[src/hdl/dfuh_pkg.sv]
// ----------------------------------------------------------------------------
// dfuh_pkg: shared types and constants of the object transfer host
// Protocol opcodes, state and result codes, queue entry type and CRC step.
// ----------------------------------------------------------------------------
package dfuh_pkg;

  localparam int unsigned OBJECT_MAX   = 4096;
  localparam int unsigned PRN_INTERVAL = 32;
  localparam int unsigned OBJ_W        = $clog2(OBJECT_MAX + 1);
  localparam int unsigned PRN_W        = 6;

  localparam logic [7:0] OP_CREATE    = 8'h01;
  localparam logic [7:0] OP_CRC       = 8'h03;
  localparam logic [7:0] OP_EXEC      = 8'h04;
  localparam logic [7:0] OP_WRITE     = 8'h08;
  localparam logic [7:0] OP_PING      = 8'h09;
  localparam logic [7:0] OP_RESP      = 8'h60;
  localparam logic [7:0] PING_TAG     = 8'h01;
  localparam logic [7:0] OBJ_INIT     = 8'h01;
  localparam logic [7:0] OBJ_APP      = 8'h02;
  localparam logic [7:0] RES_OK       = 8'h01;
  localparam logic [7:0] RES_NOT_SUPP = 8'h02;
  localparam logic [7:0] RES_EXT      = 8'h0B;

  localparam logic [2:0] CMD_START = 3'd0;
  localparam logic [2:0] CMD_STOP  = 3'd1;
  localparam logic [2:0] CMD_POLL  = 3'd2;
  localparam logic [2:0] CMD_TICK  = 3'd3;
  localparam logic [2:0] CMD_RSP   = 3'd4;
  localparam logic [2:0] CMD_BYTE  = 3'd5;

  localparam logic [2:0] REG_INIT_SIZE = 3'd0;
  localparam logic [2:0] REG_APP_SIZE  = 3'd1;
  localparam logic [2:0] REG_CHUNK_LEN = 3'd2;
  localparam logic [2:0] REG_IS_BLE    = 3'd3;
  localparam logic [2:0] REG_TIMEOUT   = 3'd4;

  localparam logic [2:0] PH_IDLE     = 3'd0;
  localparam logic [2:0] PH_STARTED  = 3'd2;
  localparam logic [2:0] PH_PROGRESS = 3'd3;
  localparam logic [2:0] PH_DONE     = 3'd4;
  localparam logic [2:0] PH_ERROR    = 3'd5;

  localparam logic [2:0] ERR_NONE   = 3'd0;
  localparam logic [2:0] ERR_CRC    = 3'd1;
  localparam logic [2:0] ERR_REMOTE = 3'd2;
  localparam logic [2:0] ERR_TIME   = 3'd3;
  localparam logic [2:0] ERR_FRAME  = 3'd4;
  localparam logic [2:0] ERR_BUSY   = 3'd5;

  typedef enum logic [3:0] {
    ST_IDLE, ST_SEND_PING, ST_WAIT_PING, ST_CREATE, ST_WAIT_CREATE, ST_WRITE,
    ST_STREAM, ST_REQ_CRC, ST_WAIT_CRC, ST_REQ_EXEC, ST_WAIT_EXEC, ST_DONE, ST_ERROR
  } proto_state_t;

  typedef enum logic [2:0] {
    RK_NONE, RK_PING, RK_CREATE, RK_WRITE, RK_CRC, RK_EXEC, RK_BYTE
  } res_kind_t;

  // One queue entry: everything the back end needs to emit a step's results
  typedef struct packed {
    res_kind_t    kind;
    logic [7:0]   data;
    logic         last;
    logic         no_opcode;
    logic         image;
    logic [23:0]  offset;
    logic [12:0]  length;
    logic [OBJ_W-1:0] obj_size;
    logic [2:0]   phase;
    logic [2:0]   error_code;
    logic [7:0]   ext_error;
  } res_desc_t;

  function automatic logic [31:0] crc_byte(input logic [31:0] crc, input logic [7:0] b);
    logic [31:0] c;
    c = ~crc ^ {24'd0, b};
    for (int i = 0; i < 8; i++) begin
      c = (c >> 1) ^ (32'hEDB88320 & {32{c[0]}});
    end
    return ~c;
  endfunction

endpackage

[src/hdl/dfuh_if.sv]
// ----------------------------------------------------------------------------
// dfuh_if: channel interfaces of the object transfer host
// Input item, result item and configuration write channels.
// ----------------------------------------------------------------------------
interface dfuh_in_if;
  logic        valid;
  logic        ready;
  logic [2:0]  cmd;
  logic [7:0]  payload_byte;
  logic [7:0]  rsp_lead;
  logic [7:0]  rsp_op;
  logic [7:0]  rsp_result;
  logic [7:0]  rsp_ext;
  logic [31:0] rsp_crc;
  modport source (output valid, cmd, payload_byte, rsp_lead, rsp_op, rsp_result,
                  rsp_ext, rsp_crc, input ready);
  modport sink (input valid, cmd, payload_byte, rsp_lead, rsp_op, rsp_result,
                rsp_ext, rsp_crc, output ready);
endinterface

interface dfuh_out_if;
  logic        valid;
  logic        ready;
  logic        tx_valid;
  logic [7:0]  tx_byte;
  logic        tx_last;
  logic        fetch_valid;
  logic        fetch_image;
  logic [23:0] fetch_offset;
  logic [12:0] fetch_length;
  logic [2:0]  phase;
  logic [2:0]  error_code;
  logic [7:0]  ext_error;
  modport source (output valid, tx_valid, tx_byte, tx_last, fetch_valid, fetch_image,
                  fetch_offset, fetch_length, phase, error_code, ext_error, input ready);
  modport sink (input valid, tx_valid, tx_byte, tx_last, fetch_valid, fetch_image,
                fetch_offset, fetch_length, phase, error_code, ext_error, output ready);
endinterface

interface dfuh_cfg_if;
  logic        valid;
  logic        ready;
  logic [2:0]  index;
  logic [23:0] data;
  modport source (output valid, index, data, input ready);
  modport sink (input valid, index, data, output ready);
endinterface

[src/hdl/dfuh_front.sv]
// ----------------------------------------------------------------------------
// dfuh_front: command decoder and protocol state
// Takes one input transaction a cycle while the queue has room, updates the
// exchange state and queues a descriptor of the results it causes.
// ----------------------------------------------------------------------------
module dfuh_front import dfuh_pkg::*; (
  input  logic          clk,
  input  logic          rst,
  dfuh_in_if.sink       in_ch,
  dfuh_cfg_if.sink      cfg,
  output logic          push_valid,
  output res_desc_t     push_desc,
  input  logic          push_ready
);

  logic [23:0] init_size, app_size;
  logic [12:0] chunk_len;
  logic        is_ble;
  logic [15:0] timeout_ticks;

  proto_state_t st, st_next, prev_st, prev_st_next;
  logic             retry, retry_next, img, img_next;
  logic [23:0]      ofs, ofs_next;
  logic [OBJ_W-1:0] oleft, oleft_next;
  logic [12:0]      cleft, cleft_next, csize, csize_next;
  logic [PRN_W-1:0] prn, prn_next;
  logic [31:0]      crc, crc_next;
  logic [15:0]      tick, tick_next;
  logic [2:0]       phase, phase_next, lerr, lerr_next;
  logic [7:0]       ext, ext_next;

  logic        accept, busy, fin, err_set, clr;
  logic [2:0]  err_code;
  logic [7:0]  err_ext;
  logic [23:0] sz, rem;
  logic [12:0] cl, n;
  logic        act;
  res_desc_t   d;

  assign cfg.ready   = 1'b1;
  assign in_ch.ready = push_ready;
  assign accept      = in_ch.valid && push_ready;
  assign push_valid  = in_ch.valid;
  assign push_desc   = d;

  always_ff @(posedge clk) begin
    if (rst) begin
      init_size <= '0; app_size <= '0; chunk_len <= 13'd64; is_ble <= 1'b0;
      timeout_ticks <= 16'd5;
    end else if (cfg.valid) begin
      case (cfg.index)
        REG_INIT_SIZE: init_size <= cfg.data;
        REG_APP_SIZE:  app_size <= cfg.data;
        REG_CHUNK_LEN: chunk_len <= cfg.data[12:0];
        REG_IS_BLE:    is_ble <= cfg.data[0];
        REG_TIMEOUT:   timeout_ticks <= cfg.data[15:0];
        default: ;
      endcase
    end
  end

  always_ff @(posedge clk) begin
    if (rst) begin
      st <= ST_IDLE; prev_st <= ST_IDLE; retry <= 1'b0; img <= 1'b0; ofs <= '0;
      oleft <= '0; cleft <= '0; csize <= '0; prn <= '0; crc <= '0; tick <= '0;
      phase <= PH_IDLE; lerr <= ERR_NONE; ext <= '0;
    end else if (accept) begin
      st <= st_next; prev_st <= prev_st_next; retry <= retry_next; img <= img_next;
      ofs <= ofs_next; oleft <= oleft_next; cleft <= cleft_next; csize <= csize_next;
      prn <= prn_next; crc <= crc_next; tick <= tick_next; phase <= phase_next;
      lerr <= lerr_next; ext <= ext_next;
    end
  end

  always_comb begin
    st_next = st; prev_st_next = prev_st; retry_next = retry; img_next = img;
    ofs_next = ofs; oleft_next = oleft; cleft_next = cleft; csize_next = csize;
    prn_next = prn; crc_next = crc; tick_next = tick; phase_next = phase;
    lerr_next = lerr; ext_next = ext;
    busy = 1'b0; fin = 1'b0; err_set = 1'b0; clr = 1'b0;
    err_code = ERR_NONE; err_ext = '0;
    d = '0;
    d.kind = RK_NONE;
    sz  = img ? app_size : init_size;
    rem = (ofs < sz) ? sz - ofs : 24'd0;
    if (rem > 24'(OBJECT_MAX)) rem = 24'(OBJECT_MAX);
    cl  = (chunk_len == 13'd0) ? 13'd1 : chunk_len;
    n   = (24'(oleft) < 24'(cl)) ? 13'(oleft) : cl;
    act = (st >= ST_SEND_PING) && (st <= ST_WAIT_EXEC);

    case (in_ch.cmd)
      CMD_START: begin
        if (phase != PH_IDLE) begin
          busy = 1'b1;
        end else begin
          clr = 1'b1; retry_next = 1'b0; lerr_next = ERR_NONE; ext_next = '0;
          tick_next = '0; phase_next = PH_STARTED; st_next = ST_SEND_PING;
        end
      end
      CMD_STOP: begin
        clr = 1'b1; st_next = ST_IDLE; phase_next = PH_IDLE; lerr_next = ERR_NONE;
        ext_next = '0; retry_next = 1'b0; tick_next = '0;
      end
      CMD_POLL: begin
        case (st)
          ST_SEND_PING: begin
            d.kind = RK_PING; st_next = ST_WAIT_PING;
          end
          ST_CREATE: begin
            d.kind = RK_CREATE; d.image = img; d.obj_size = OBJ_W'(rem);
            oleft_next = OBJ_W'(rem); st_next = ST_WAIT_CREATE;
          end
          ST_WRITE: begin
            d.kind = RK_WRITE; d.no_opcode = is_ble; d.image = img;
            d.offset = ofs; d.length = n;
            csize_next = n; cleft_next = n;
            if (n == 13'd0) fin = 1'b1;
            else st_next = ST_STREAM;
          end
          ST_REQ_CRC: begin
            d.kind = RK_CRC; st_next = ST_WAIT_CRC;
          end
          ST_REQ_EXEC: begin
            d.kind = RK_EXEC; st_next = ST_WAIT_EXEC;
          end
          default: ;
        endcase
      end
      CMD_TICK: begin
        if (act && st == prev_st) begin
          if (tick != 16'hFFFF) tick_next = tick + 16'd1;
          if (tick_next >= timeout_ticks) begin
            err_set = 1'b1; err_code = ERR_TIME;
          end
        end
      end
      CMD_RSP: begin
        if (act) begin
          if (in_ch.rsp_lead != OP_RESP) begin
            err_set = 1'b1; err_code = ERR_FRAME;
          end else if (st == ST_WAIT_PING && in_ch.rsp_op == OP_PING
                       && in_ch.rsp_result == RES_OK) begin
            st_next = ST_CREATE; phase_next = PH_PROGRESS;
          end else if (st == ST_WAIT_PING && in_ch.rsp_result == RES_NOT_SUPP && !retry) begin
            st_next = ST_SEND_PING; retry_next = 1'b1;
          end else if (st == ST_WAIT_CREATE && in_ch.rsp_op == OP_CREATE
                       && in_ch.rsp_result == RES_OK) begin
            st_next = ST_WRITE;
          end else if (st == ST_WAIT_CRC && in_ch.rsp_op == OP_CRC
                       && in_ch.rsp_result == RES_OK) begin
            if (in_ch.rsp_crc != crc) begin
              err_set = 1'b1; err_code = ERR_CRC;
            end else begin
              st_next = (oleft == '0) ? ST_REQ_EXEC : ST_WRITE;
            end
          end else if (st == ST_WAIT_EXEC && in_ch.rsp_op == OP_EXEC
                       && in_ch.rsp_result == RES_OK) begin
            if (ofs >= sz) begin
              if (!img) begin
                img_next = 1'b1; ofs_next = '0; crc_next = '0; prn_next = '0;
                st_next = ST_CREATE;
              end else begin
                clr = 1'b1; st_next = ST_DONE; phase_next = PH_DONE;
              end
            end else begin
              st_next = ST_CREATE;
            end
          end else if (in_ch.rsp_result != RES_OK) begin
            err_set = 1'b1; err_code = ERR_REMOTE;
            err_ext = (in_ch.rsp_result == RES_EXT) ? in_ch.rsp_ext : 8'd0;
          end
        end
      end
      CMD_BYTE: begin
        if (st == ST_STREAM) begin
          crc_next = crc_byte(crc, in_ch.payload_byte);
          if (cleft != 13'd0) cleft_next = cleft - 13'd1;
          d.kind = RK_BYTE; d.data = in_ch.payload_byte;
          d.last = (cleft_next == 13'd0);
          if (cleft_next == 13'd0) fin = 1'b1;
        end
      end
      default: ;
    endcase

    // Chunk has passed: advance offset and object counters, then request a CRC check or the next write
    if (fin) begin
      ofs_next   = ofs + 24'(csize_next);
      oleft_next = (24'(csize_next) <= 24'(oleft)) ? oleft - OBJ_W'(csize_next) : '0;
      csize_next = '0;
      cleft_next = '0;
      if (prn + PRN_W'(1) >= PRN_W'(PRN_INTERVAL) || oleft_next == '0) begin
        prn_next = '0; st_next = ST_REQ_CRC;
      end else begin
        prn_next = prn + PRN_W'(1); st_next = ST_WRITE;
      end
    end
    if (err_set) begin
      clr = 1'b1; st_next = ST_ERROR; phase_next = PH_ERROR;
      lerr_next = err_code; ext_next = err_ext;
    end
    if (clr) begin
      img_next = 1'b0; ofs_next = '0; oleft_next = '0; cleft_next = '0;
      csize_next = '0; prn_next = '0; crc_next = '0;
    end
    if (st_next != prev_st) begin
      prev_st_next = st_next; tick_next = '0;
    end
    d.phase      = phase_next;
    d.error_code = busy ? ERR_BUSY : lerr_next;
    d.ext_error  = ext_next;
  end

  a_idle_state: assert property (@(posedge clk) disable iff (rst)
    (phase == PH_IDLE) |-> (st == ST_IDLE)) else $error("idle phase outside idle state");
  a_stream_left: assert property (@(posedge clk) disable iff (rst)
    (st == ST_STREAM) |-> (cleft != 13'd0)) else $error("streaming with empty chunk");
  a_prn_range: assert property (@(posedge clk) disable iff (rst)
    prn < PRN_W'(PRN_INTERVAL)) else $error("chunk count beyond interval");

endmodule

[src/hdl/dfuh_queue.sv]
// ----------------------------------------------------------------------------
// dfuh_queue: two-entry descriptor queue
// Decouples the decoder from the result emitter.
// ----------------------------------------------------------------------------
module dfuh_queue import dfuh_pkg::*; (
  input  logic      clk,
  input  logic      rst,
  input  logic      push_valid,
  input  res_desc_t push_desc,
  output logic      push_ready,
  output logic      pop_valid,
  output res_desc_t pop_desc,
  input  logic      pop
);

  res_desc_t  mem [2];
  logic       wr_ptr, rd_ptr;
  logic [1:0] count;
  logic       do_push, do_pop;

  assign push_ready = (count != 2'd2);
  assign pop_valid  = (count != 2'd0);
  assign pop_desc   = mem[rd_ptr];
  assign do_push    = push_valid && push_ready;
  assign do_pop     = pop && pop_valid;

  always_ff @(posedge clk) begin
    if (do_push) mem[wr_ptr] <= push_desc;
  end

  always_ff @(posedge clk) begin
    if (rst) begin
      wr_ptr <= 1'b0; rd_ptr <= 1'b0; count <= 2'd0;
    end else begin
      if (do_push) wr_ptr <= ~wr_ptr;
      if (do_pop) rd_ptr <= ~rd_ptr;
      count <= count + 2'(do_push) - 2'(do_pop);
    end
  end

  a_count_max: assert property (@(posedge clk) disable iff (rst)
    count <= 2'd2) else $error("queue overfilled");
  a_no_underflow: assert property (@(posedge clk) disable iff (rst)
    (count == 2'd0) |=> (count <= 2'd1)) else $error("queue count jumped");
  a_ptr_match: assert property (@(posedge clk) disable iff (rst)
    (count == 2'd0 || count == 2'd2) |-> (wr_ptr == rd_ptr)) else $error("pointer slip");

endmodule

[src/hdl/dfuh_back.sv]
// ----------------------------------------------------------------------------
// dfuh_back: result emitter
// Expands the queue head into its bytes and fetch request, one a cycle while out_ch is ready.
// ----------------------------------------------------------------------------
module dfuh_back import dfuh_pkg::*; (
  input  logic      clk,
  input  logic      rst,
  input  logic      head_valid,
  input  res_desc_t head,
  output logic      pop,
  dfuh_out_if.source out_ch
);

  logic [2:0]  idx;
  logic [2:0]  total;
  logic [31:0] size32;
  logic        fire;

  assign size32 = 32'(head.obj_size);
  assign fire   = head_valid && out_ch.ready;
  assign pop    = fire && (idx == total - 3'd1);
  assign out_ch.valid      = head_valid;
  assign out_ch.phase      = head.phase;
  assign out_ch.error_code = head.error_code;
  assign out_ch.ext_error  = head.ext_error;

  always_ff @(posedge clk) begin
    if (rst) begin
      idx <= '0;
    end else if (fire) begin
      idx <= pop ? 3'd0 : idx + 3'd1;
    end
  end

  always_comb begin
    total = 3'd1;
    out_ch.tx_valid = 1'b0; out_ch.tx_byte = '0; out_ch.tx_last = 1'b0;
    out_ch.fetch_valid = 1'b0; out_ch.fetch_image = 1'b0;
    out_ch.fetch_offset = '0; out_ch.fetch_length = '0;
    unique case (head.kind)
      RK_PING: begin
        total = 3'd2; out_ch.tx_valid = 1'b1;
        out_ch.tx_byte = (idx == 3'd0) ? OP_PING : PING_TAG;
        out_ch.tx_last = (idx != 3'd0);
      end
      RK_CREATE: begin
        total = 3'd6; out_ch.tx_valid = 1'b1; out_ch.tx_last = (idx == 3'd5);
        case (idx)
          3'd0: out_ch.tx_byte = OP_CREATE;
          3'd1: out_ch.tx_byte = head.image ? OBJ_APP : OBJ_INIT;
          3'd2: out_ch.tx_byte = size32[7:0];
          3'd3: out_ch.tx_byte = size32[15:8];
          3'd4: out_ch.tx_byte = size32[23:16];
          default: out_ch.tx_byte = size32[31:24];
        endcase
      end
      RK_WRITE: begin
        total = head.no_opcode ? 3'd1 : 3'd2;
        if (!head.no_opcode && idx == 3'd0) begin
          out_ch.tx_valid = 1'b1; out_ch.tx_byte = OP_WRITE; out_ch.tx_last = 1'b1;
        end else begin
          out_ch.fetch_valid = 1'b1; out_ch.fetch_image = head.image;
          out_ch.fetch_offset = head.offset; out_ch.fetch_length = head.length;
        end
      end
      RK_CRC: begin
        out_ch.tx_valid = 1'b1; out_ch.tx_byte = OP_CRC; out_ch.tx_last = 1'b1;
      end
      RK_EXEC: begin
        out_ch.tx_valid = 1'b1; out_ch.tx_byte = OP_EXEC; out_ch.tx_last = 1'b1;
      end
      RK_BYTE: begin
        out_ch.tx_valid = 1'b1; out_ch.tx_byte = head.data; out_ch.tx_last = head.last;
      end
      default: ;
    endcase
  end

  a_idx_range: assert property (@(posedge clk) disable iff (rst)
    head_valid |-> (idx < total)) else $error("result index beyond entry");
  a_idx_hold: assert property (@(posedge clk) disable iff (rst)
    (head_valid && !out_ch.ready) |=> $stable(idx)) else $error("index moved in stall");
  a_one_kind: assert property (@(posedge clk) disable iff (rst)
    head_valid |-> !(out_ch.tx_valid && out_ch.fetch_valid)) else $error("byte and fetch");

endmodule

[src/hdl/dfu_object_transfer_host_unit.sv]
// ----------------------------------------------------------------------------
// dfu_object_transfer_host_unit: host side of an object firmware-update link
// Runs ping, create, chunked write, CRC check and execute for both images.
// ----------------------------------------------------------------------------
// Usage:
//   in_ch  carries commands (start, stop, poll, tick, response, payload
//          byte); one transaction is accepted per cycle while the queue has
//          room.
//   out_ch carries results: link bytes, fetch requests for the next chunk
//          and a status word (phase, error code, extended error) on each.
//   cfg    writes the size, chunk length, link-type and timeout registers;
//          always ready, write only while the unit is idle.
// Each input transaction yields one to six result transactions. The decoder
// updates protocol state in the cycle of acceptance and queues a descriptor;
// the emitter hands out one result a cycle while the receiver is ready, so
// the first result of an item follows its descriptor through the queue and a
// stream of payload bytes runs at one byte per cycle. Commands causing several
// results (create: six) occupy the emitter until all are handed out; the
// two-entry queue sets how far the decoder may run ahead.
// Reset clears protocol state, the queue and the registers to their defaults.
// When the receiver stalls, hold the current result; the queue fills and the
// input channel drops ready until room is free.
// ----------------------------------------------------------------------------
module dfu_object_transfer_host_unit import dfuh_pkg::*; (
  input  logic       clk,
  input  logic       rst,
  dfuh_in_if.sink    in_ch,
  dfuh_cfg_if.sink   cfg,
  dfuh_out_if.source out_ch
);

  // Decoder to queue
  logic      push_valid, push_ready;
  res_desc_t push_desc;
  // Queue to emitter
  logic      head_valid, pop;
  res_desc_t head;

  dfuh_front u_front (
    .clk        (clk),
    .rst        (rst),
    .in_ch      (in_ch),
    .cfg        (cfg),
    .push_valid (push_valid),
    .push_desc  (push_desc),
    .push_ready (push_ready)
  );

  dfuh_queue u_queue (
    .clk        (clk),
    .rst        (rst),
    .push_valid (push_valid),
    .push_desc  (push_desc),
    .push_ready (push_ready),
    .pop_valid  (head_valid),
    .pop_desc   (head),
    .pop        (pop)
  );

  dfuh_back u_back (
    .clk        (clk),
    .rst        (rst),
    .head_valid (head_valid),
    .head       (head),
    .pop        (pop),
    .out_ch     (out_ch)
  );

endmodule
[src/flat_wrapper.sv]
// flat-port wrapper written by rule: the top's interface ports become plain ports
module dfu_object_transfer_host_unit_flat import dfuh_pkg::*;
  (clk, rst, in_ch_valid, in_ch_cmd, in_ch_payload_byte, in_ch_rsp_lead, in_ch_rsp_op, in_ch_rsp_result, in_ch_rsp_ext, in_ch_rsp_crc, in_ch_ready, cfg_valid, cfg_index, cfg_data, cfg_ready, out_ch_valid, out_ch_tx_valid, out_ch_tx_byte, out_ch_tx_last, out_ch_fetch_valid, out_ch_fetch_image, out_ch_fetch_offset, out_ch_fetch_length, out_ch_phase, out_ch_error_code, out_ch_ext_error, out_ch_ready);
  dfuh_in_if in_ch_i ();
  dfuh_cfg_if cfg_i ();
  dfuh_out_if out_ch_i ();
  input  logic clk;
  input  logic rst;
  input wire logic [$bits(in_ch_i.valid)-1:0] in_ch_valid;
  input wire logic [$bits(in_ch_i.cmd)-1:0] in_ch_cmd;
  input wire logic [$bits(in_ch_i.payload_byte)-1:0] in_ch_payload_byte;
  input wire logic [$bits(in_ch_i.rsp_lead)-1:0] in_ch_rsp_lead;
  input wire logic [$bits(in_ch_i.rsp_op)-1:0] in_ch_rsp_op;
  input wire logic [$bits(in_ch_i.rsp_result)-1:0] in_ch_rsp_result;
  input wire logic [$bits(in_ch_i.rsp_ext)-1:0] in_ch_rsp_ext;
  input wire logic [$bits(in_ch_i.rsp_crc)-1:0] in_ch_rsp_crc;
  output wire logic [$bits(in_ch_i.ready)-1:0] in_ch_ready;
  input wire logic [$bits(cfg_i.valid)-1:0] cfg_valid;
  input wire logic [$bits(cfg_i.index)-1:0] cfg_index;
  input wire logic [$bits(cfg_i.data)-1:0] cfg_data;
  output wire logic [$bits(cfg_i.ready)-1:0] cfg_ready;
  output wire logic [$bits(out_ch_i.valid)-1:0] out_ch_valid;
  output wire logic [$bits(out_ch_i.tx_valid)-1:0] out_ch_tx_valid;
  output wire logic [$bits(out_ch_i.tx_byte)-1:0] out_ch_tx_byte;
  output wire logic [$bits(out_ch_i.tx_last)-1:0] out_ch_tx_last;
  output wire logic [$bits(out_ch_i.fetch_valid)-1:0] out_ch_fetch_valid;
  output wire logic [$bits(out_ch_i.fetch_image)-1:0] out_ch_fetch_image;
  output wire logic [$bits(out_ch_i.fetch_offset)-1:0] out_ch_fetch_offset;
  output wire logic [$bits(out_ch_i.fetch_length)-1:0] out_ch_fetch_length;
  output wire logic [$bits(out_ch_i.phase)-1:0] out_ch_phase;
  output wire logic [$bits(out_ch_i.error_code)-1:0] out_ch_error_code;
  output wire logic [$bits(out_ch_i.ext_error)-1:0] out_ch_ext_error;
  input wire logic [$bits(out_ch_i.ready)-1:0] out_ch_ready;
  assign in_ch_i.valid = in_ch_valid;
  assign in_ch_i.cmd = in_ch_cmd;
  assign in_ch_i.payload_byte = in_ch_payload_byte;
  assign in_ch_i.rsp_lead = in_ch_rsp_lead;
  assign in_ch_i.rsp_op = in_ch_rsp_op;
  assign in_ch_i.rsp_result = in_ch_rsp_result;
  assign in_ch_i.rsp_ext = in_ch_rsp_ext;
  assign in_ch_i.rsp_crc = in_ch_rsp_crc;
  assign in_ch_ready = in_ch_i.ready;
  assign cfg_i.valid = cfg_valid;
  assign cfg_i.index = cfg_index;
  assign cfg_i.data = cfg_data;
  assign cfg_ready = cfg_i.ready;
  assign out_ch_valid = out_ch_i.valid;
  assign out_ch_tx_valid = out_ch_i.tx_valid;
  assign out_ch_tx_byte = out_ch_i.tx_byte;
  assign out_ch_tx_last = out_ch_i.tx_last;
  assign out_ch_fetch_valid = out_ch_i.fetch_valid;
  assign out_ch_fetch_image = out_ch_i.fetch_image;
  assign out_ch_fetch_offset = out_ch_i.fetch_offset;
  assign out_ch_fetch_length = out_ch_i.fetch_length;
  assign out_ch_phase = out_ch_i.phase;
  assign out_ch_error_code = out_ch_i.error_code;
  assign out_ch_ext_error = out_ch_i.ext_error;
  assign out_ch_i.ready = out_ch_ready;
  dfu_object_transfer_host_unit u_core (.clk(clk), .rst(rst), .in_ch(in_ch_i), .cfg(cfg_i), .out_ch(out_ch_i));
endmodule
[config.mk]
export PLATFORM = sky130hd
export DESIGN_NAME = dfu_object_transfer_host_unit_flat
export DESIGN_NICKNAME = d
export VERILOG_FILES = /design/src/hdl/dfuh_pkg.sv /design/src/hdl/dfuh_if.sv /design/src/hdl/dfuh_front.sv /design/src/hdl/dfuh_queue.sv /design/src/hdl/dfuh_back.sv /design/src/hdl/dfu_object_transfer_host_unit.sv /design/src/flat_wrapper.sv
export SDC_FILE = /design/constraint.sdc
export NUM_CORES = 1
export LEC_CHECK = 0
export ABC_CLOCK_PERIOD_IN_PS = 7600
export BUFFER_PORTS_ARGS = -buffer_cell sky130_fd_sc_hd__clkbuf_2
export CAP_MARGIN = 20
export CORE_ASPECT_RATIO = 0.6
export CORE_MARGIN = 2
export CORE_UTILIZATION = 60
export CTS_CLUSTER_SIZE = 12
export DETAILED_ROUTE_END_ITERATION = 8
export PLACE_DENSITY_LB_ADDON = 0.3
export SYNTH_ARGS = -nofsm -noshare
export SYNTH_HDL_FRONTEND = slang
export SYNTH_SLANG_ARGS = --single-unit
[constraint.sdc]
create_clock -name clk -period 7.6 [get_ports clk]
set_clock_uncertainty 0.05 [all_clocks]
set_input_delay 1.14 -clock clk [delete_from_list [all_inputs] [get_ports clk]]
set_output_delay 1.14 -clock clk [all_outputs]
set_load 0.01 [all_outputs]
Yosys cells after proc, flatten, opt, wreduce, memory -nomap -nowiden
Memories as Yosys holds them, arrays and structs flattened. A register that Yosys moved wholly into a read port is not among the register bits.
Index checks and enable logic that the tools add are counted.
{"block": "word_totals", "regBits": 226, "mem_bits_rw": 156, "inputBits": 107, "output_inout_bits": 66, "wordCells": 396, "n_memories": 1}
{"block": "classes", "n_addsub": 10, "n_lt_le_gt_ge": 9, "eq_ne": 74, "muxes": 204, "bitwise_logic": 13, "reduce_logical": 62}
{"memory": "u_core.u_queue.mem", "depth": 2, "width": 78, "read_ports": 1, "rd_clocked_by_memory_dff": 1, "wr": 1, "line_no": "dfuh_queue.sv:16", "text": "res_desc_t mem [2];"}
{"cell": "two-way mux 24 bit", "count": 16}
{"cell": "two-way mux 32 bit", "count": 11}
{"cell": "two-way mux 13 bit", "count": 22}
{"cell": "XOR 31 x 32 -> 32 bit", "count": 8}
{"cell": "two-way mux 16 bit", "count": 6}
{"cell": "two-way mux 8 bit", "count": 12}
{"cell": "two-way mux 6 bit", "count": 13}
{"cell": "two-way mux 4 bit", "count": 17}
{"cell": "zero test 13 bit", "count": 5}
{"cell": "inverter 32 bit", "count": 2}
{"cell": "one-hot mux 32 bit (2 select lines)", "count": 1}
{"cell": "two-way mux 3 bit", "count": 21}
{"cell": "two-way mux 1 bit", "count": 55}
{"cell": "two-way mux 52 bit", "count": 1}
{"cell": "!= test 3 bit, second input constant", "count": 17}
{"cell": "one-hot mux 16 bit (3 select lines)", "count": 1}
{"cell": "one-hot mux 8 bit (6 select lines)", "count": 1}
{"cell": "two-way mux 37 bit", "count": 1}
{"cell": "!= test 32 bit", "count": 1}
{"cell": "one-hot mux 8 bit (4 select lines)", "count": 1}
{"cell": "XOR 32 x 8 -> 32 bit", "count": 1}
{"cell": "nonzero test 3 bit", "count": 10}
{"cell": "one-hot mux 13 bit (2 select lines)", "count": 1}
{"cell": "adder 24 x 13 -> 24 bit", "count": 1}
{"cell": "other kinds (68)", "count": 147}

Depth between registers and ports, before layout
Gate-level depths: netlist (run 1).
{"block": "depth", "depth_word": 16, "ltp_mapped": 24, "ltp_nobuf": 23}

Cells and area by module
From an unflattened synthesis (run 1), not the netlist that was laid out.
{"block": "hier_totals", "hier_cells": 2527, "hier_area_um2": 22770.6}
{"module": "dfuh_front", "n_inst": 1, "cells_each": 2113, "area_per_inst_um2": 15857.7, "seq_area_each_um2": 4384.2}
{"module": "dfuh_queue", "n_inst": 1, "cells_each": 272, "area_per_inst_um2": 5929.4, "seq_area_each_um2": 4784.6}
{"module": "dfuh_back", "n_inst": 1, "cells_each": 142, "area_per_inst_um2": 983.4, "seq_area_each_um2": 60.1}

Least setup slack after synthesis (run 1)
No wires, ideal clock.
{"block": "synth_timing", "kind": "input port to flip-flop", "start": "input port in_ch_cmd[2]", "end": "register u_core.u_front.tick[3]", "setup_time_ns": 0.061, "arrival_time_ns": 5.847, "required_ns": 7.489, "path_slack_ns": 1.643, "stages": 22, "n_path_buf": 4, "cell_sequence": "clkbuf_1 nor2_1 buf_2 nand4_1 clkbuf_1 nor2_1 a21o_1 ha_1 inv_1 fa_1 a211oi_1 nor3_1 or4_1 a2111oi_2 nand4bb_1 o41ai_1 o31ai_2 xnor2_1 o41ai_4 buf_6 nand2_1 nand2_1"}
{"block": "synth_via", "elab_chain_len": 12, "word_cells_on_any_way": 25, "classes_between": "add/sub: 1; order compare: 1; eq/ne: 8; mux: 10; reduce/logical: 5"}
{"element": "start, declared", "line_no": "flat_wrapper.sv:10", "text": "input wire logic [$bits(in_ch_i.cmd)-1:0] in_ch_cmd;"}
{"element": "== test 3 x 2 -> 1 bit", "line_no": "dfuh_front.sv:91", "text": "case (in_ch.cmd)"}
{"element": "two-way mux 13 bit", "line_no": "dfuh_front.sv:91"}
{"element": "subtractor 13 bit / less-or-equal comparator 13 bit (equally long branches)", "line_no": "dfuh_front.sv:189", "text": "oleft_next = (24'(csize_next) <= 24'(oleft)) ? oleft - OBJ_W'(csize_next) : '0;"}
{"element": "two-way mux 13 bit", "line_no": "dfuh_front.sv:189"}
{"element": "zero test 13 bit", "line_no": "dfuh_front.sv:192", "text": "if (prn + PRN_W'(1) >= PRN_W'(PRN_INTERVAL) || oleft_next == '0) begin"}
{"element": "logical OR 1 bit", "line_no": "dfuh_front.sv:192"}
{"element": "two-way mux 2 bit", "line_no": "dfuh_front.sv:192"}
{"element": "two-way mux 4 bit", "line_no": "dfuh_front.sv:187", "text": "if (fin) begin"}
{"element": "two-way mux 4 bit", "line_no": "dfuh_front.sv:198", "text": "if (err_set) begin"}
{"element": "!= test 4 bit", "line_no": "dfuh_front.sv:206", "text": "if (st_next != prev_st) begin"}
{"element": "!= test 3 bit (no source line) / nonzero test 4 bit (equally long branches)"}
{"element": "AND reduction 4 bit (no source line)"}
{"element": "end signal, assigned", "line_no": "dfuh_front.sv:70", "text": "prn <= prn_next; crc <= crc_next; tick <= tick_next; phase <= phase_next;"}
{"element": "end, declared", "line_no": "dfuh_front.sv:28", "text": "logic [15:0] tick, tick_next;"}
Several ways; a longest one is shown, not always the timed one.
A chain may end at the register's enable or synchronous reset.

Worst setup path in the final report (run 1)
{"block": "layout_timing", "start": "register u_core.u_front.chunk_len[6]", "end": "register u_core.u_front.tick[13]"}
{"block": "layout_via", "elab_chain_len": 16, "word_cells_on_any_way": 27, "classes_between": "add/sub: 1; order compare: 2; eq/ne: 3; mux: 15; reduce/logical: 6"}
{"element": "start, declared", "line_no": "dfuh_front.sv:17", "text": "logic [12:0] chunk_len;"}
{"element": "start signal, assigned", "line_no": "dfuh_front.sv:54", "text": "REG_CHUNK_LEN: chunk_len <= cfg.data[12:0];"}
{"element": "zero test 13 bit", "line_no": "dfuh_front.sv:87", "text": "cl = (chunk_len == 13'd0) ? 13'd1 : chunk_len;"}
{"element": "two-way mux 13 bit *", "line_no": "dfuh_front.sv:87"}
{"element": "< comparator 13 bit", "line_no": "dfuh_front.sv:88", "text": "n = (24'(oleft) < 24'(cl)) ? 13'(oleft) : cl;"}
{"element": "two-way mux 13 bit *", "line_no": "dfuh_front.sv:88"}
{"element": "two-way mux 13 bit", "line_no": "dfuh_front.sv:105", "text": "case (st)"}
{"element": "two-way mux 13 bit", "line_no": "dfuh_front.sv:91"}
{"element": "subtractor 13 bit / less-or-equal comparator 13 bit (equally long branches)", "line_no": "dfuh_front.sv:189"}
{"element": "two-way mux 13 bit", "line_no": "dfuh_front.sv:189"}
{"element": "zero test 13 bit", "line_no": "dfuh_front.sv:192"}
{"element": "logical OR 1 bit", "line_no": "dfuh_front.sv:192"}
{"element": "two-way mux 2 bit", "line_no": "dfuh_front.sv:192"}
{"element": "two-way mux 4 bit *", "line_no": "dfuh_front.sv:187"}
{"element": "two-way mux 4 bit *", "line_no": "dfuh_front.sv:198"}
{"element": "!= test 4 bit *", "line_no": "dfuh_front.sv:206"}
{"element": "!= test 3 bit (no source line) / nonzero test 4 bit (equally long branches)"}
{"element": "AND reduction 4 bit (no source line)"}
Mark *: on every way between the ends. The rest lies on a longest branch, timed or not.

==> impl_results.rst, run 1 <==
.. list-table::
   :header-rows: 1

   * - Metric
     - Value
   * - Category of cells accounting for the largest share of critical-path delay
     - compound AO/OA/AOI/OAI gates
   * - Setup ws final
     - 0.663 ns
   * - Count of instances resized after the clock tree is built
     - 0
   * - Length of routed met3 wiring
     - 8740 µm
   * - Met2 wire length
     - 25900 µm
   * - CTS clock-pin slew for the worst setup and hold paths
     - 0.06 ns
   * - Peak supply drop
     - approximately 0.14 mV
   * - Signal arrival time at the worst endpoint
     - 7.35 ns
   * - Least-Margin Pin Slew
     - between 1 and 1.5 ns
   * - Count of flip-flops with a built-in enable after synthesis
     - 156
   * - Most area-consuming cells after synthesis
     - edfxtp_1, dfxtp_1, a21oi_1
   * - Final design area excluding fillers
     - 24300 µm²
   * - Post-CTS Repair Setup Buffers
     - 0
   * - Initial Utilization
     - 0.605
   * - Wire length of the first global-routing pass
     - 98700 µm
   * - Fill cell total of the finished layout
     - 2981
   * - Worst setup slack after placement
     - 0.897 ns
   * - Total iterations of the first detailed-routing run
     - 6
   * - F_max
     - 144 MHz
   * - P per Cell Area
     - 227 nW/µm²
   * - Placed Area
     - 23100 µm²
   * - Count of buffer and inverter cells on the critical path
     - 3
   * - Endpoint class of the critical path
     - flop
   * - DRC violations left
     - 0
   * - CTS tree
     - yes
   * - H-tree depth reported by CTS
     - 2
   * - Total power draw
     - 0.00553 W
   * - Drt first-iter violations
     - 2242
   * - Wire length on met1
     - just under 30000 µm
   * - Rows
     - 54
   * - Post-synthesis cell type with the largest combined area
     - edfxtp_1
   * - Die Outline Area
     - 38000 µm²
   * - Number of slew-limit violations in the final report
     - 0
   * - Critical-path top delay cell
     - a221oi_1
   * - Status
     - complete, no violations
   * - Share of the clock period used by the worst path after layout
     - 0.913
   * - DPL Wire Length
     - 48000 µm
   * - Most frequently used flop master after synthesis
     - dfxtp_1
   * - Highest fanout seen on the critical path
     - 15
   * - Remaining global-route overflow
     - 0
   * - Mean area per synthesized cell
     - 8.84 µm²
   * - Cts bufs inserted
     - 39
   * - Crit Path Category
     - reg2reg
   * - Average wire per standard cell
     - ~21 µm
   * - Remaining antenna violation count after routing
     - 0
   * - Setup TNS
     - 0 ns
   * - Overall via count from detail_route
     - 19300
   * - RePlAce Congestion
     - 0.997
   * - Fraction of layout cells with a size suffix above 1
     - 0.133
   * - Number of buffers inserted for hold repair after clock tree synthesis
     - 0
   * - Leading cell type in the layout, fill and taps excluded
     - nand2_1
   * - Syn Nets
     - around 2700
   * - Async set-or-reset flop fraction in the synthesized netlist
     - 0
   * - Post-route core utilization
     - 0.674
   * - Synthesized area
     - 21800 µm²
   * - Slew margin rel.
     - 0.285
   * - Most frequent cells in the layout
     - nand2_1, nor2_1, a21oi_1, dfxtp_1, clkbuf_2
   * - Required time worst endpoint
     - 8.01 ns
   * - Area share of the largest cell type after synthesis
     - 0.215
   * - Number of top-level design ports
     - 173
   * - Distinct cells, synth
     - between 90 and 100
   * - Total Wirelength
     - roughly 65000 µm
   * - Number of storage elements in the synthesis netlist
     - between 300 and 400
   * - Final Setup Violations
     - 0
   * - Top routing layer in use
     - met4
   * - Sequential share of the synthesized area
     - 0.423
   * - Insertion delay to the later sink of the worst-skew pair
     - 0.55 ns
   * - Final hold vios
     - 0
   * - Core Area
     - between 30000 and 40000 µm²
   * - Max cap viols
     - 0
   * - Cell-by-cell trace of the critical path
     - inv_1 > ha_1 > a21oi_1 > o21ai_0 > a221oi_1 > nand2_1 > buf_4 > mux2i_1 > nor2_1 > a21oi_1 > fa_1 > a211oi_1 > nor3_1 > or4_1 > a2111oi_2 > nand4bb_1 > o41ai_1 > o31ai_2 > xnor2_1 > o41ai_4 > buf_4 > nand2_1 > o21ai_0
   * - TritonCTS Sinks
     - 383
   * - Clk root buf
     - clkbuf_16
   * - Number of antenna repair diodes
     - 0
   * - Die Width
     - 250 µm
   * - Post-layout net count
     - 2796
   * - GRT Overall Usage
     - 0.335
   * - Synth Warn #
     - 0
   * - Longest Clk Path Bufs
     - 3
   * - Class of the tightest hold or removal check
     - reg2reg
   * - Kind of launch point of the worst setup path
     - flop
   * - Lkg Pwr
     - 9.35 nW
   * - Avg Vias per Cell
     - slightly above 6
   * - Via count of the first global-routing pass
     - roughly 17000
   * - Unrepaired setup endpoints after global routing
     - false
   * - Max incr delay on CP
     - between 0.6 and 0.7 ns
   * - Final period demand of the worst path
     - 6.94 ns
   * - Initial antenna violation count
     - 0
   * - Layout Area Growth over Synthesis
     - 11.5%
   * - Pin count of the biggest net entering global routing
     - 77
   * - Port Buffers
     - roughly 170
   * - Cell count after synthesis
     - 2469
   * - Vertical die dimension
     - 152 µm
-- flip-flops by register name, indices dropped and copies added (netlist names), 4 cells and up, named ones only --
signal and count:
u_core.u_front.app_size 24, u_core.u_front.chunk_len 13, u_core.u_front.cleft 13, u_core.u_front.crc 32, u_core.u_front.csize 13, u_core.u_front.ext 8
u_core.u_front.init_size 24, u_core.u_front.ofs 24, u_core.u_front.oleft 13, u_core.u_front.prev_st 4, u_core.u_front.prn 6, u_core.u_front.st 4
u_core.u_front.tick 16, u_core.u_front.timeout_ticks 16, u_core.u_queue.mem 156
-- synth_stat cells (all sizes together) (16+ instances only) --
master and count:
nor4 26, ha 88, mux2 48, nand4 39, nand3 66, nand2b 16
and2 19, nor3 81, o21ai 74, dfxtp 227, a22oi 20, xnor2 118
a211oi 24, and3 22, mux2i 72, clkbuf 88, nor2 263, a21oi 253
xor2 45, buf 38, edfxtp 156, nand2 319, a21o 22, o31ai 27
inv 110
-- worst register-to-register path: stages (launching register included) --
cell	delay, ns
dfxtp_1	0.39
inv_1	0.08
ha_1	0.32
a21oi_1	0.17
o21ai_0	0.12
a221oi_1	0.68
nand2_1	0.15
buf_4	0.26
mux2i_1	0.17
nor2_1	0.18
a21oi_1	0.15
fa_1	0.50
a211oi_1	0.58
nor3_1	0.21
or4_1	0.55
a2111oi_2	0.39
nand4bb_1	0.17
o41ai_1	0.58
o31ai_2	0.11
xnor2_1	0.22
o41ai_4	0.37
buf_4	0.27
nand2_1	0.09
o21ai_0	0.08
-- kinds of logic after synthesis --
| kind of cell | Yosys count | share of synthesized area |
|---|---|---|
| flops | 383 | 0.423 |
| simple gates | 929 | 0.199 |
| xor+xnor | 164 | 0.0665 |
| other cells | 1 | 0.000172 |
| buf+inv | 236 | 0.0427 |
| compound gates | 545 | 0.157 |
| mux | 120 | 0.0578 |
| fa+ha+maj | 91 | 0.0532 |
-- worst paths after layout --
check	endpoint	slack, ns	depth (start not counted)	from
setup / recovery	u_core.u_front.tick[13]	0.66	23	u_core.u_front.chunk_len[6]
hold / removal	u_core.u_front.app_size[11]	0.40	2	u_core.u_front.app_size[11]
setup reg to reg	u_core.u_front.tick[13]	0.66	23	u_core.u_front.chunk_len[6]
hold reg to reg	u_core.u_front.app_size[11]	0.40	2	u_core.u_front.app_size[11]
-- power by group --
group | switching (W) | internal, W
Sequential | 0.000115 | 0.00232
Combinational | 0.000758 | 0.000447
Clock | 0.000790 | 0.00110
Total | 0.00166 | 0.00387
-- per-stage QoR --
step	hold WS [ns]	instances
after floorplan	0.383	2469
after global placement	0.390	3032
after detailed placement	0.393	3033
after CTS	0.401	3102
after global routing	0.416	3102
final	0.404	3102
-- area by class of cell --
cell class / instances / area [µm²] / share of cell area
clock inverter: 4 / 67.6 / 0.00278
sequential: 383 / 9230 / 0.380
timing repair buffer: 214 / 1180 / 0.0486
clock buffer: 65 / 1160 / 0.0475
tap: 476 / 596 / 0.0245
multi-input combinational: 1850 / 11700 / 0.480
inverter: 110 / 413 / 0.0170
-- layer usage --
metal | vias to the layer above | GRT usage
li1 | 9055 | -
met1 | 9198 | 0.506
met2 | 989 | 0.457
met3 | 91 | 0.111
met4 | 0 | 0.0757
met5 | - | 0
No activity file was read; power rests on OpenSTA's default activity.
==> run 2, diff against run 1 <==
--- a/config.mk
+++ b/config.mk
@@ -8,12 +8,16 @@
 export ABC_CLOCK_PERIOD_IN_PS = 7600
 export BUFFER_PORTS_ARGS = -buffer_cell sky130_fd_sc_hd__clkbuf_2
 export CAP_MARGIN = 20
+export CELL_PAD_IN_SITES_DETAIL_PLACEMENT = 1
+export CELL_PAD_IN_SITES_GLOBAL_PLACEMENT = 1
 export CORE_ASPECT_RATIO = 0.6
 export CORE_MARGIN = 2
-export CORE_UTILIZATION = 60
+export CORE_UTILIZATION = 47
 export CTS_CLUSTER_SIZE = 12
 export DETAILED_ROUTE_END_ITERATION = 8
 export PLACE_DENSITY_LB_ADDON = 0.3
+export SKIP_CTS_REPAIR_TIMING = 1
+export SLEW_MARGIN = 20
 export SYNTH_ARGS = -nofsm -noshare
 export SYNTH_HDL_FRONTEND = slang
 export SYNTH_SLANG_ARGS = --single-unit
==> run 2 against run 1 <==
- non-clock buffer count rose by 2
- final area rose by 1.1%
- clock-buffer cell count fell by 2
- final cell count rose by 5.2%
- first-iteration DRC count fell by 21%
- global-route usage fell by 2.5 points
- critical path type unchanged
- largest power group unchanged
==> impl_results.rst, run 2 (synthesized netlist as in run 1, its figures left out) <==
.. list-table::
   :header-rows: 1

   * - Metric
     - Value
   * - Status
     - complete, no violations
   * - Total Wirelength
     - approximately 76000 µm
   * - Cell Count Post-Placement
     - 3188
   * - F_max
     - between 100 and 150 MHz
   * - Class of the tightest hold or removal check
     - reg2reg
   * - Avg Vias per Cell
     - 6.01
   * - Unrepaired setup endpoints after global routing
     - false
   * - Rows
     - 61
   * - Drt first-iter violations
     - 1760
   * - Max FFs per register
     - 156
   * - Core Area
     - 46100 µm²
   * - Port Buffers
     - 171
   * - Endpoint class of the critical path
     - flop
   * - Cell-by-cell trace of the critical path
     - ha_1 > a21oi_1 > o21ai_0 > a221oi_1 > nand2_1 > mux2i_1 > nor2_1 > a21oi_1 > ha_1 > a211oi_1 > nor3_1 > or4_1 > a2111oi_2 > nand4bb_1 > o41ai_1 > o31ai_2 > xnor2_1 > nor3_2 > buf_4 > nand3_1 > o21ai_0
   * - Slew margin rel.
     - 0.294
   * - Largest registers ranked by flip-flop count
     - u_core.u_queue.mem x156, u_core.u_front.crc x32
   * - Peak supply drop
     - 0.170 mV
   * - Max cap viols
     - 0
   * - Setup TNS
     - 0 ns
   * - Leading cell type in the layout, fill and taps excluded
     - nand2_1
   * - Die Outline Area
     - 48200 µm²
   * - CTS clock-pin slew for the worst setup and hold paths
     - 0.06 ns
   * - Cts bufs inserted
     - 40
   * - Total iterations of the first detailed-routing run
     - 6
   * - Layout Cells excl Fill
     - 3264
   * - Max incr delay on CP
     - 0.61 ns
   * - Critical-path top delay cell
     - mux2i_1
   * - P per Cell Area
     - 229 nW/µm²
   * - Final Setup Violations
     - 0
   * - Highest fanout seen on the critical path
     - 14
   * - Most frequent cells in the layout
     - nand2_1, nor2_1, a21oi_1, dfxtp_1, clkbuf_2
   * - Remaining antenna violation count after routing
     - 0
   * - Overall via count from detail_route
     - 19600
   * - H-tree depth reported by CTS
     - 2
   * - Longest Clk Path Bufs
     - 3
   * - Share of the clock period used by the worst path after layout
     - 0.925
   * - Die Width
     - 282 µm
   * - Layout Area Growth over Synthesis
     - 12.7%
   * - Footprint of the flip-flops and latches
     - between 9000 and 10000 µm²
   * - Post-layout net count
     - roughly 2800
   * - Initial Utilization
     - 0.473
   * - Fraction of layout cells with a size suffix above 1
     - 0.137
   * - Wire length of the first global-routing pass
     - 115000 µm
   * - Biggest register
     - u_core.u_queue.mem
   * - Clk root buf
     - clkbuf_16
   * - Final period demand of the worst path
     - 7.03 ns
   * - Insertion delay to the later sink of the worst-skew pair
     - 0.57 ns
   * - Kind of launch point of the worst setup path
     - flop
   * - RePlAce Congestion
     - 0.991
   * - CTS tree
     - yes
   * - Vertical die dimension
     - 171 µm
   * - Multi-input combinational cell area
     - 11700 µm²
   * - Number of top-level design ports
     - roughly 170
   * - DRC violations left
     - 0
   * - Number of slew-limit violations in the final report
     - 0
   * - Signal arrival time at the worst endpoint
     - 7.47 ns
   * - Least-Margin Pin Slew
     - around 1.1 ns
   * - Crit Path Category
     - reg2reg
   * - DPL Wire Length
     - 56600 µm
   * - Final hold vios
     - 0
   * - Average wire per standard cell
     - 23.2 µm
   * - Lkg Pwr
     - between 9 and 10 nW
   * - Fill cell total of the finished layout
     - 5463
   * - TritonCTS Sinks
     - 383
   * - Pin count of the biggest net entering global routing
     - 80
   * - GRT Overall Usage
     - 0.310
   * - Required time worst endpoint
     - roughly 8.0 ns
   * - Via count of the first global-routing pass
     - between 15000 and 20000
   * - Remaining global-route overflow
     - 0
   * - Initial antenna violation count
     - 3
   * - Hold slack
     - 0.403 ns
## run 2: changes by cell type in the layout (fill, tap and decap cells not counted), sizes merged
cell,previous run,this run
inv,110,112
bufinv,2,1
clkinvlp,0,2
diode,0,3
clkbuf,235,233
buf,44,46
clkinv,2,4
## run 2: where the power goes
group / total (W) / leakage [nW] / internal, W / switching, W
registers: 0.00244 / 3.35 / 0.00232 / 0.000118
clock network: 0.00194 / 0.595 / 0.00107 / 0.000873
logic: 0.00124 / 5.43 / 0.000448 / 0.000793
## run 2: worst max-delay path, delay by kind of cell, from the launching register on
family / cells / cell delay, ns
buffers and inverters: 1 / 0.24
flip-flops: 1 / 0.49
adder cells (fa/ha/maj): 2 / 0.65
AND/OR/NAND/NOR: 7 / 1.90
multiplexers: 1 / 0.61
AO/OA/AOI/OAI: 9 / 2.79
XOR/XNOR: 1 / 0.22
## run 2: path summary, 6_finish.rpt
kind / to / depth (start not counted) / startpoint / slack, ns
worst max register to register: u_core.u_front.tick[10] / 21 / u_core.u_front.oleft[6] / 0.57
worst max-delay path: u_core.u_front.tick[10] / 21 / u_core.u_front.oleft[6] / 0.57
worst min-delay path: u_core.u_front.init_size[16] / 2 / u_core.u_front.init_size[16] / 0.40
worst min register to register: u_core.u_front.init_size[16] / 2 / u_core.u_front.init_size[16] / 0.40
## run 2: per-stage QoR
| step | worst slack (ns) | utilization | total power [W] | instance area [µm²] |
|---|---|---|---|---|
| floorplan | 1.64 | - | 0.00327 | 21800 |
| global placement | 1.03 | 0.506 | 0.00365 | 23300 |
| detailed placement | 0.795 | 0.506 | 0.00370 | 23300 |
| CTS | 0.752 | 0.533 | 0.00563 | 24600 |
| global route | 0.144 | 0.533 | 0.00584 | 24600 |
| finish | 0.567 | 0.533 | 0.00563 | 24600 |
## run 2: final cells by class
type	instances	share of cell area
clock buffer	63	0.0463
inverter	110	0.0168
sequential	383	0.375
antenna	3	0.000305
tap	630	0.0321
timing repair buffer	216	0.0493
multi-input combinational	1850	0.476
clock inverter	9	0.00422
## run 2: routing by layer
| metal | part of all wire | up-vias | global-route usage |
|---|---|---|---|
| met1 | 0.47 | 9809 | 0.454 |
| met2 | 0.42 | 661 | 0.454 |
| met5 | 0.00017 | - | 0 |
| li1 | - | 9052 | - |
| met4 | 0.016 | 2 | 0.0651 |
| met3 | 0.094 | 80 | 0.0863 |
==> run 3, diff against run 2 <==
--- a/config.mk
+++ b/config.mk
@@ -6,7 +6,7 @@
 export NUM_CORES = 1
 export LEC_CHECK = 0
 export ABC_CLOCK_PERIOD_IN_PS = 7600
-export BUFFER_PORTS_ARGS = -buffer_cell sky130_fd_sc_hd__clkbuf_2
+export BUFFER_PORTS_ARGS = -buffer_cell sky130_fd_sc_hd__buf_2
 export CAP_MARGIN = 20
 export CELL_PAD_IN_SITES_DETAIL_PLACEMENT = 1
 export CELL_PAD_IN_SITES_GLOBAL_PLACEMENT = 1
@@ -15,7 +15,8 @@
 export CORE_UTILIZATION = 47
 export CTS_CLUSTER_SIZE = 12
 export DETAILED_ROUTE_END_ITERATION = 8
-export PLACE_DENSITY_LB_ADDON = 0.3
+export HOLD_SLACK_MARGIN = 0.02
+export PLACE_DENSITY_LB_ADDON = 0.1
 export SKIP_CTS_REPAIR_TIMING = 1
 export SLEW_MARGIN = 20
 export SYNTH_ARGS = -nofsm -noshare
==> run 3 against run 2 <==
- final area is 0.11% lower
- fmax is 1.8% higher
- critical endpoint is now u_core.u_front.tick[13]
- register-to-register slack better by 0.13 ns
- sequential share of layout area hardly changed
- worst setup slack better by 0.13 ns
- worst hold slack better by 0.0025 ns
- first-iteration DRC count is 4.8% lower
- utilization is 0.060 points lower
- critical path depth is 2 higher
==> impl_results.rst, run 3 (synthesized netlist as in run 1, its figures left out) <==
.. list-table::
   :header-rows: 1

   * - Metric
     - Value
   * - Status
     - complete, no violations
   * - Start point of the worst min-delay path
     - u_core.u_front.timeout_ticks[3]
   * - Crit Path Category
     - reg2reg
   * - Overall via count from detail_route
     - around 19000
   * - Final design area excluding fillers
     - about 25000 µm²
   * - Port Buffers
     - 171
   * - Number of slew-limit violations in the final report
     - 0
   * - Post-layout net count
     - between 2000 and 3000
   * - Setup TNS
     - 0 ns
   * - Layout Area Growth over Synthesis
     - 12.6%
   * - Vertical die dimension
     - 171 µm
   * - Die Outline Area
     - 48200 µm²
   * - Share of the clock period used by the worst path after layout
     - 0.909
   * - Total iterations of the first detailed-routing run
     - 7
   * - Clk root buf
     - clkbuf_16
   * - Highest fanout seen on the critical path
     - 15
   * - Wire length on met1
     - 35500 µm
   * - Total Wirelength
     - 74700 µm
   * - Avg Vias per Cell
     - 5.95
   * - Cts bufs inserted
     - 40
   * - Kind of launch point of the worst setup path
     - flop
   * - Core Area
     - ~46000 µm²
   * - Start point of the critical path
     - u_core.u_front.chunk_len[8]
   * - P per Cell Area
     - 227 nW/µm²
   * - Length of routed met3 wiring
     - 6970 µm
   * - Number of top-level design ports
     - 173
   * - Total power draw
     - 0.00558 W
   * - Most frequent cells in the layout
     - nand2_1, nor2_1, a21oi_1, dfxtp_1, buf_2
   * - Final Setup Violations
     - 0
   * - Endpoint class of the critical path
     - flop
   * - Wire length of the first global-routing pass
     - ~110000 µm
   * - Post-route core utilization
     - 0.533
   * - Placed Area
     - 23300 µm²
   * - Remaining antenna violation count after routing
     - 0
   * - Max cap viols
     - 0
   * - Final period demand of the worst path
     - 6.91 ns
   * - Longest Clk Path Bufs
     - 3
   * - Average wire per standard cell
     - roughly 23 µm
   * - CTS clock-pin slew for the worst setup and hold paths
     - 0.06 ns
   * - Required time worst endpoint
     - ~8.0 ns
   * - H-tree depth reported by CTS
     - 2
   * - CTS tree
     - yes
   * - Class of the tightest hold or removal check
     - reg2reg
   * - F_max
     - ~140 MHz
   * - Die Width
     - 282 µm
   * - Slew margin rel.
     - 0.292
   * - Unrepaired setup endpoints after global routing
     - false
   * - Peak supply drop
     - around 0.18 mV
   * - RePlAce Congestion
     - 0.955
   * - Rows
     - 61
   * - Insertion delay to the later sink of the worst-skew pair
     - 0.57 ns
   * - GRT Overall Usage
     - 0.306
   * - Leading cell type in the layout, fill and taps excluded
     - nand2_1
   * - DPL Wire Length
     - 55500 µm
   * - Initial Utilization
     - 0.473
   * - Top routing layer in use
     - met4
   * - Initial antenna violation count
     - 2
   * - Drt first-iter violations
     - around 1700
   * - TritonCTS Sinks
     - 383
   * - Signal arrival time at the worst endpoint
     - 7.35 ns
   * - Remaining global-route overflow
     - 0
   * - Least-Margin Pin Slew
     - 1.06 ns
   * - Met2 wire length
     - 31000 µm
   * - Via count of the first global-routing pass
     - 19200
   * - Fraction of layout cells with a size suffix above 1
     - 0.137
   * - Max FFs per register
     - roughly 160
   * - Pin count of the biggest net entering global routing
     - 85
   * - Lkg Pwr
     - between 9 and 10 nW
   * - DRC violations left
     - 0
   * - Largest registers ranked by flip-flop count
     - u_core.u_queue.mem x156, u_core.u_front.crc x32
   * - Reg-to-reg startpoint
     - u_core.u_front.chunk_len[8]
   * - Final hold vios
     - 0
   * - Biggest register
     - u_core.u_queue.mem
-- run 3: changes by cell type in the layout (fill, tap and decap cells not counted), sizes merged --
cell | previous run | this run
buf | 46 | 216
clkbuf | 233 | 60
clkinv | 4 | 8
clkinvlp | 2 | 0
diode | 3 | 2
inv | 112 | 113
-- run 3: cell type report --
type,count,area (µm²)
Clock inverter,12,115
Multi-Input combinational cell,1850,11700
Clock buffer,60,1100
Inverter,110,413
Antenna cell,2,5.00
Timing Repair Buffer,216,1220
Tap cell,630,788
Sequential cell,383,9230
Fill cell,5478,21500
-- run 3: through the flow --
step / std cells / setup slack (ns) / hold slack (ns)
final: 3263 / 0.695 / 0.406
after global routing: 3261 / 0.296 / 0.421
after CTS: 3260 / 0.928 / 0.406
after detailed placement: 3188 / 0.968 / 0.398
after global placement: 3188 / 1.25 / 0.389
after floorplan: 2469 / 1.64 / 0.383
-- run 3: critical path, cell delays in order, from the launching register on --
cell and delay (ns):
dfxtp_1 0.41, inv_1 0.08, ha_1 0.32, a21oi_1 0.16, o21ai_0 0.12, a221oi_1 0.62, nand2_1 0.30, buf_4 0.30
mux2i_1 0.19, nor2_1 0.40, a21oi_1 0.15, ha_1 0.31, a211oi_1 0.40, nor3_1 0.16, or4_1 0.53, a2111oi_2 0.40
nand4bb_1 0.24, o41ai_1 0.59, o31ai_2 0.11, xnor2_1 0.21, o41ai_4 0.36, buf_4 0.26, nand2_1 0.08, o21ai_0 0.07
-- run 3: path summary, 6_finish.rpt --
path / endpoint / slack [ns] / depth (start not counted)
worst min-delay path: u_core.u_front.timeout_ticks[3] / 0.41 / 2
worst max register to register: u_core.u_front.tick[13] / 0.69 / 23
worst max-delay path: u_core.u_front.tick[13] / 0.69 / 23
worst min register to register: u_core.u_front.timeout_ticks[3] / 0.41 / 2
-- run 3: report_power, final --
part / switching (W) / internal, W
Combinational: 0.000803 / 0.000451
Sequential: 0.000102 / 0.00232
Clock: 0.000857 / 0.00104
-- run 3: metal layers --
| layer | track usage | up-vias |
|---|---|---|
| met5 | 0 | - |
| met4 | 0.0580 | 0 |
| met3 | 0.0837 | 80 |
| met2 | 0.443 | 626 |
| met1 | 0.455 | 9645 |
| li1 | - | 9049 |
